--- config.mk ---
export PLATFORM = sky130hd
export DESIGN_NAME = intra_run_length_pixel_decoder_core
export DESIGN_NICKNAME = d
export VERILOG_FILES = /design/src/irlpd_pkg.sv /design/src/irlpd_step.sv /design/src/intra_run_length_pixel_decoder_core.sv
export SDC_FILE = /design/constraint.sdc
export NUM_CORES = 1
export LEC_CHECK = 0
export BUFFER_PORTS_ARGS = -buffer_cell sky130_fd_sc_hd__buf_2
export CORE_ASPECT_RATIO = 1.5
export CORE_MARGIN = 2
export CORE_UTILIZATION = 52
export CTS_CLUSTER_SIZE = 16
export DETAILED_ROUTE_END_ITERATION = 7
export GPL_ROUTABILITY_DRIVEN = 1
export PLACE_DENSITY = 0.85
export SYNTH_ARGS = -nofsm -noshare
export SYNTH_HDL_FRONTEND = slang
export SYNTH_SLANG_ARGS = --single-unit
--- constraint.sdc ---
create_clock -name clk_i -period 5.2 [get_ports clk_i]
set_input_delay 0.52 -clock clk_i [delete_from_list [all_inputs] [get_ports clk_i]]
set_output_delay 0.52 -clock clk_i [all_outputs]
set_load 0.1 [all_outputs]
--- src/irlpd_pkg.sv ---
// Package of the run-length pixel decoder: field widths, register codes and shared types.
package irlpd_pkg;

  localparam int unsigned CodeW    = 8;
  localparam int unsigned DimW     = 12;
  localparam int unsigned RowOutW  = 11;
  localparam int unsigned ColOutW  = 11;
  localparam int unsigned LenW     = 9;
  localparam int unsigned PendW    = 8;
  localparam int unsigned ColorW   = 8;
  localparam int unsigned CfgIdxW  = 2;
  localparam int unsigned CfgDataW = DimW;

  localparam int unsigned MaxWidthDef  = 2048;
  localparam int unsigned MaxHeightDef = 2048;

  // Register indexes of the configuration port.
  localparam logic [CfgIdxW-1:0] CFG_FRAME_WIDTH     = 2'd0;
  localparam logic [CfgIdxW-1:0] CFG_FRAME_HEIGHT    = 2'd1;
  localparam logic [CfgIdxW-1:0] CFG_HALF_HORIZONTAL = 2'd2;
  localparam logic [CfgIdxW-1:0] CFG_HALF_VERTICAL   = 2'd3;

  localparam logic [DimW-1:0] FrameWidthRst  = 12'd320;
  localparam logic [DimW-1:0] FrameHeightRst = 12'd200;

  // Code byte layout.
  localparam int unsigned      SinglePixelBit = 7;
  localparam logic [PendW-1:0] RunBias        = 8'd2;
  localparam logic [LenW-1:0]  MaxFillLen     = 9'd258;

  typedef struct packed {
    logic [DimW-1:0] frame_width;
    logic [DimW-1:0] frame_height;
    logic            half_horizontal;
    logic            half_vertical;
  } cfg_t;

  typedef struct packed {
    logic [RowOutW-1:0] row;
    logic [ColOutW-1:0] column;
    logic [LenW-1:0]    length;
    logic [ColorW-1:0]  color;
    logic               two_rows;
  } fill_t;

endpackage

--- src/irlpd_step.sv ---
// Per-byte decode step: next row, column and pending run, and the fill request.
module irlpd_step import irlpd_pkg::*; #(
  parameter int unsigned MAX_WIDTH  = MaxWidthDef,
  parameter int unsigned MAX_HEIGHT = MaxHeightDef
) (
  input  cfg_t                              cfg_i,
  input  logic [CodeW-1:0]                  code_i,
  input  logic                              start_i,
  input  logic [$clog2(MAX_WIDTH)-1:0]      col_i,
  input  logic [$clog2(MAX_HEIGHT+2)-1:0]   row_i,
  input  logic                              await_i,
  input  logic [PendW-1:0]                  pend_i,
  output logic                              emit_o,
  output fill_t                             fill_o,
  output logic [$clog2(MAX_WIDTH)-1:0]      col_o,
  output logic [$clog2(MAX_HEIGHT+2)-1:0]   row_o,
  output logic                              await_o,
  output logic [PendW-1:0]                  pend_o
);

  localparam int unsigned ColW   = $clog2(MAX_WIDTH);
  localparam int unsigned RowW   = $clog2(MAX_HEIGHT + 2);
  localparam int unsigned SumW   = ((ColW > LenW) ? ColW : LenW) + 1;
  localparam int unsigned WCmpW  = (SumW > DimW + 1) ? SumW : DimW + 1;
  localparam int unsigned HCmpW  = (RowW > DimW + 1) ? RowW : DimW + 1;

  logic [ColW-1:0]  col0;
  logic [RowW-1:0]  row0;
  logic             await0;
  logic [PendW-1:0] pend0;
  logic [WCmpW-1:0] width_ext, width_eff;
  logic [HCmpW-1:0] height_ext, height_eff;
  logic             done, single, wrap;
  logic [LenW-1:0]  base_len, len;
  logic [SumW-1:0]  sum;

  always_comb begin
    // Frame start clears position and pending run before the byte is used.
    col0   = start_i ? '0 : col_i;
    row0   = start_i ? '0 : row_i;
    await0 = start_i ? 1'b0 : await_i;
    pend0  = start_i ? '0 : pend_i;

    width_ext  = WCmpW'(cfg_i.frame_width);
    width_eff  = (width_ext > WCmpW'(MAX_WIDTH)) ? WCmpW'(MAX_WIDTH) : width_ext;
    height_ext = HCmpW'(cfg_i.frame_height);
    height_eff = (height_ext > HCmpW'(MAX_HEIGHT)) ? HCmpW'(MAX_HEIGHT) : height_ext;

    done     = HCmpW'(row0) >= height_eff;
    single   = code_i[SinglePixelBit];
    base_len = await0 ? LenW'(pend0) : LenW'(1);
    len      = cfg_i.half_horizontal ? {base_len[LenW-2:0], 1'b0} : base_len;
    sum      = SumW'(col0) + SumW'(len);
    wrap     = WCmpW'(sum) >= width_eff;

    emit_o = !done && (await0 || single) && (code_i != '0);

    col_o   = col0;
    row_o   = row0;
    await_o = await0;
    pend_o  = pend0;
    if (!done) begin
      if (!await0 && !single) begin
        // Run header: hold the length until the color byte arrives.
        pend_o  = PendW'(code_i[SinglePixelBit-1:0]) + RunBias;
        await_o = 1'b1;
      end else begin
        await_o = 1'b0;
        if (wrap) begin
          col_o = '0;
          row_o = row0 + RowW'(1) + RowW'(cfg_i.half_vertical);
        end else begin
          col_o = ColW'(sum);
        end
      end
    end

    fill_o.row      = RowOutW'(row0);
    fill_o.column   = ColOutW'(col0);
    fill_o.length   = len;
    fill_o.color    = code_i;
    fill_o.two_rows = cfg_i.half_vertical;
  end

endmodule

--- src/intra_run_length_pixel_decoder_core.sv ---
// Top level of the run-length pixel decoder for 8-bit palette intra frames.
// The core takes one payload byte per cycle while in_stall_o is low and turns it
// into at most one fill request (row, column, length, color, two-row flag). Outside
// a run, a byte with bit 7 set is a single pixel of that color; any other byte opens
// a run of (low 7 bits + 2) pixels whose color is the next byte. Half horizontal
// mode doubles every length, half vertical mode flags two rows and steps the row by
// two. Color 0 makes no request but still advances the column. Runs are not clipped
// at the line end; a run that reaches the width sends the next one to column zero
// of the next row. Once the row reaches the frame height, bytes are dropped until a
// byte with frame_start. The core takes one byte per cycle while in_stall_o is low;
// a byte waits in the input register, and its request is loaded into the result
// register once the step completes; that request may wait under out_stall_i while
// the next byte is taken. The decode state loop (column, row, pending run) closes
// through the column add and the width and height compares once per completed byte.
// Configuration writes take effect on the next byte and must only be issued
// while the core is idle.
module intra_run_length_pixel_decoder_core import irlpd_pkg::*; #(
  parameter int unsigned MAX_WIDTH  = MaxWidthDef,
  parameter int unsigned MAX_HEIGHT = MaxHeightDef
) (
  input  logic                clk_i,
  input  logic                rst_ni,
  // configuration port
  input  logic                cfg_we_i,
  input  logic [CfgIdxW-1:0]  cfg_index_i,
  input  logic [CfgDataW-1:0] cfg_data_i,
  // byte request channel
  input  logic                in_valid_i,
  output logic                in_stall_o,
  input  logic [CodeW-1:0]    code_byte_i,
  input  logic                frame_start_i,
  // fill request channel
  output logic                out_valid_o,
  input  logic                out_stall_i,
  output logic [RowOutW-1:0]  fill_row_o,
  output logic [ColOutW-1:0]  fill_column_o,
  output logic [LenW-1:0]     fill_length_o,
  output logic [ColorW-1:0]   fill_color_o,
  output logic                two_rows_o
);

  localparam int unsigned ColW = $clog2(MAX_WIDTH);
  localparam int unsigned RowW = $clog2(MAX_HEIGHT + 2);

  cfg_t             cfg_q;
  logic             s1_valid_q;
  logic [CodeW-1:0] s1_code_q;
  logic             s1_start_q;
  logic [ColW-1:0]  col_q, col_d;
  logic [RowW-1:0]  row_q, row_d;
  logic             await_q, await_d;
  logic [PendW-1:0] pend_q, pend_d;
  logic             out_valid_q;
  fill_t            out_q, fill_d;
  logic             emit, out_free, step_go, in_accept;

  // Configuration registers.
  always_ff @(posedge clk_i or negedge rst_ni) begin
    if (!rst_ni) begin
      cfg_q.frame_width     <= FrameWidthRst;
      cfg_q.frame_height    <= FrameHeightRst;
      cfg_q.half_horizontal <= 1'b0;
      cfg_q.half_vertical   <= 1'b0;
    end else if (cfg_we_i) begin
      case (cfg_index_i)
        CFG_FRAME_WIDTH:     cfg_q.frame_width     <= cfg_data_i;
        CFG_FRAME_HEIGHT:    cfg_q.frame_height    <= cfg_data_i;
        CFG_HALF_HORIZONTAL: cfg_q.half_horizontal <= cfg_data_i[0];
        CFG_HALF_VERTICAL:   cfg_q.half_vertical   <= cfg_data_i[0];
        default: ;
      endcase
    end
  end

  irlpd_step #(
    .MAX_WIDTH  (MAX_WIDTH),
    .MAX_HEIGHT (MAX_HEIGHT)
  ) u_step (
    .cfg_i   (cfg_q),
    .code_i  (s1_code_q),
    .start_i (s1_start_q),
    .col_i   (col_q),
    .row_i   (row_q),
    .await_i (await_q),
    .pend_i  (pend_q),
    .emit_o  (emit),
    .fill_o  (fill_d),
    .col_o   (col_d),
    .row_o   (row_d),
    .await_o (await_d),
    .pend_o  (pend_d)
  );

  // The result register is free when empty or being taken this cycle.
  assign out_free  = !out_valid_q || !out_stall_i;
  // A byte that makes no request never waits for the result register.
  assign step_go   = s1_valid_q && (!emit || out_free);
  assign in_stall_o = s1_valid_q && !step_go;
  assign in_accept = in_valid_i && !in_stall_o;

  // Input register: hold the byte until its step completes.
  always_ff @(posedge clk_i or negedge rst_ni) begin
    if (!rst_ni) begin
      s1_valid_q <= 1'b0;
    end else if (in_accept) begin
      s1_valid_q <= 1'b1;
    end else if (step_go) begin
      s1_valid_q <= 1'b0;
    end
  end

  always_ff @(posedge clk_i) begin
    if (in_accept) begin
      s1_code_q  <= code_byte_i;
      s1_start_q <= frame_start_i;
    end
  end

  // Decode state: advance once per completed byte.
  always_ff @(posedge clk_i or negedge rst_ni) begin
    if (!rst_ni) begin
      col_q   <= '0;
      row_q   <= '0;
      await_q <= 1'b0;
      pend_q  <= '0;
    end else if (step_go) begin
      col_q   <= col_d;
      row_q   <= row_d;
      await_q <= await_d;
      pend_q  <= pend_d;
    end
  end

  // Result register: load a new request, drop it once taken.
  always_ff @(posedge clk_i or negedge rst_ni) begin
    if (!rst_ni) begin
      out_valid_q <= 1'b0;
    end else if (step_go && emit) begin
      out_valid_q <= 1'b1;
    end else if (!out_stall_i) begin
      out_valid_q <= 1'b0;
    end
  end

  always_ff @(posedge clk_i) begin
    if (step_go && emit) begin
      out_q <= fill_d;
    end
  end

  assign out_valid_o   = out_valid_q;
  assign fill_row_o    = out_q.row;
  assign fill_column_o = out_q.column;
  assign fill_length_o = out_q.length;
  assign fill_color_o  = out_q.color;
  assign two_rows_o    = out_q.two_rows;

endmodule

==> flow_metrics.py <==
metrics = {
    "logic_synthesis": {
        "syn_nets": 526,
        "netlist_area_mm2": 0.00549,
        "synth-edff-count": 49,
        "ys_seq_elements": 109,
        "synth_top_area_share": 0.268,
        "ys_seq_area_frac": 0.542,
        "syn_avg_cell_area_um2": 11.9,
        "synth.most_common_cell": "dfrtp_1",
        "yosysWarnings": 0,
        "synth.distinct_cells": 61,
        "synthTopCellsByCount": "dfrtp_1 (55), edfxtp_1 (49), nand2_1 (42)",
        "yosysTopAreaCell": "edfxtp_1",
        "async_flop_share": 0.550,
        "synth_ff_type": "dfrtp_1",
        "syn_inst": 461,
        "synth_area_leaders": "edfxtp_1 (27%), dfrtp_1 (25%), ha_1 (8.2%)",
    },
    "die": {
        "rows": 46,
        "die_w_um": 87.9,
        "die-area_mm2": 0.0114,
        "fp.dieH_um": 130,
        "core-area_mm2": 0.0104,
        "ios": 70,
        "start_util": 0.527,
    },
    "finish": {
        "diodes": 0,
        "n_fill_cell": 816,
        "finalNetCount": 598,
        "post-route-util": 0.610,
        "multi_input_area_mm2": 0.00241,
        "seq_area_mm2": 0.00298,
        "drive_above_1_share": 0.258,
        "syn2layout_area_growth_pct": 15.7,
    },
    "clocking": {
        "htree_levels": 3,
        "cts_tree": "yes",
        "clk_latency_ns": 0.35,
        "cts_buffer_depth": 2,
        "cts-root-buf": "clkbuf_16",
        "clkTransAtPathRegs_ns": 0.07,
        "post-cts-setup-buffers": 0,
        "hold_buffers": 0,
        "cts_resized": 0,
        "cts.sinks": 109,
        "cts_made_buffers": 9,
    },
    "global_routing": {
        "grt_overflow": 0,
        "grt_pass1_wl_um": 19100,
        "antenna_found_initial": 0,
        "grt_util_all_layers": 0.219,
        "grt_max_degree": 61,
        "grt_pass1_vias": 3930,
    },
    "timing": {
        "setup_viol_count_final": 0,
        "setup_slack_ns": 0.610,
        "setup_tns_ns": 0,
        "rsz0062_at_grt": "no",
        "fmax_ghz": 0.218,
        "post-route-min-period_ns": 4.59,
        "slew_headroom": 0.446,
        "skew_ns": 0.00552,
        "hold_violations": 0,
        "holdWs_ns": 0.333,
        "worst_pin_slew_ns": 0.829,
        "finalMaxSlewViolations": 0,
        "min_period_over_period": 0.883,
    },
    "placed_design": {
        "port_buffers": 69,
        "hpwl_um": 8830,
        "pre_cts_ws_ns": 0.608,
        "place_congestion": 0.893,
    },
    "worst_setup_path": {
        "rr_endpoint": "row_q[1]$_DFFE_PN0P_",
        "crit_chain": "nand2b_1, o21ai_0, o21ai_0, fa_1, a21o_1, a21oi_1, nand2b_1, a21oi_1, a41o_1, xor2_1, ha_1, a2111oi_2, a32oi_2, and4_1, and3_1, a221o_1",
        "cp_slowest_stage_delay_ns": 0.58,
        "regToRegStartpoint": "s1_start_q$_DFFE_PP_",
        "arrival_ns": 4.82,
        "criticalPathCategory": "reg -> reg",
        "slowest_stage": "edfxtp_1",
        "required_ns": 5.43,
        "endpoint_kind": "flip-flop",
        "worstPathMaxFanout": 14,
        "r2r_setup_slack_ns": 0.61,
        "crit_path_start_kind": "flip-flop",
        "reg2regPathDepth": 16,
    },
    "hold_path": {
        "min_path_type": "in -> async",
    },
    "route": {
        "routed_via_density": 5.65,
        "ant_nets": 0,
        "vias": 3851,
        "drtIter0Drc": 218,
        "wl_per_cell_um": 17.1,
        "drcViolationCount": 0,
        "drt_pass1_iterations": 4,
        "drt-total-wl_um": 11600,
    },
    "run": {
        "cap_violations": 0,
    },
    "pwr": {
        "p_leak_uw": 0.00282,
        "max-vdd-ir-drop_uv": 239,
        "p_total_uw": 3120,
        "p_per_area_mw_per_mm2": 491,
    },
    "status": {
        "outcome": "completed",
    },
}
[layer usage]
metal | vias up | share of wire | track usage
met5 | - | 0 | 0
met3 | 24 | 0.032 | 0.0304
met1 | 1903 | 0.39 | 0.261
li1 | 1842 | - | -
met4 | 0 | 0.032 | 0.100
met2 | 82 | 0.54 | 0.387
[registers in the layout, summed over array words and instances, names as in the netlist]
register,count
fill_column_o,11
s1_code_q,8
await_q,1
s1_start_q,1
fill_row_o,11
out_valid_o,1
col_q,11
pend_q,8
fill_color_o,8
fill_length_o,9
cfg_q,26
s1_valid_q,1
two_rows_o,1
row_q,12
[logic make-up after synthesis]
logic type                 share of synthesized area
DFF                                            0.542
and+or+nand+nor                                0.141
xor gates and xnor gates                      0.0207
buffers and inverters                         0.0219
muxes                                         0.0658
AOI/OAI and AO/OA                              0.123
adders and majority gates                     0.0856
[per-stage QoR]
stage	cell area (um^2)	cells
final	6360	682
after global placement	6020	666
after floorplan	5500	461
after CTS	6360	682
after detailed placement	6020	666
after global routing	6360	682
[layout make-up]
| type | count | area share |
|---|---|---|
| sequential | 109 | 0.469 |
| multi-input combinational | 324 | 0.378 |
| timing repair buffer | 76 | 0.0645 |
| clock buffer | 11 | 0.0397 |
| tap | 144 | 0.0283 |
| clock inverter | 5 | 0.0128 |
| inverter | 13 | 0.00767 |
[placed cells by master (no fill, tap or decap), types with 12 or more instances in the layout]
master	count
dfrtp_1	55
a22o_1	16
inv_1	13
a21oi_1	15
nand2_1	42
ha_1	36
edfxtp_1	49
mux2_2	25
o21ai_0	14
buf_2	69
nand3_1	12
nor2b_1	26
nor2_1	30
[where the power goes]
group | switching, uW | internal [uW] | leakage, uW | total, uW
sequential | 110 | 1100 | 0.00123 | 1210
clock | 300 | 449 | 0.000162 | 750
combinational | 851 | 309 | 0.00143 | 1160
total | 1260 | 1860 | 0.00282 | 3120
[worst max path at each step]
| stage | slack [ns] | start | depth (start not counted) | to |
|---|---|---|---|---|
| 6_report | 0.61 | s1_start_q$_DFFE_PP_ | 16 | row_q[1]$_DFFE_PN0P_ |
| 5_1_grt | 0.30 | s1_start_q$_DFFE_PP_ | 19 | row_q[9]$_DFFE_PN0P_ |
| 4_1_cts | 0.59 | s1_start_q$_DFFE_PP_ | 16 | row_q[1]$_DFFE_PN0P_ |
| 3_5_place_dp | 0.61 | s1_start_q$_DFFE_PP_ | 16 | row_q[1]$_DFFE_PN0P_ |
| 3_3_place_gp | 0.80 | s1_start_q$_DFFE_PP_ | 16 | row_q[1]$_DFFE_PN0P_ |
| 2_1_floorplan | 0.80 | s1_start_q$_DFFE_PP_ | 18 | row_q[1]$_DFFE_PN0P_ |
[worst max-delay path, delay by kind of cell (launching register included)]
kind | cells | cell delay [ns]
AOI/OAI and AO/OA | 9 | 1.93
xor gates and xnor gates | 1 | 0.15
adders and majority gates | 2 | 0.85
DFF | 1 | 0.58
and+or+nand+nor | 4 | 0.94
No activity file was read; power rests on OpenSTA's default activity.
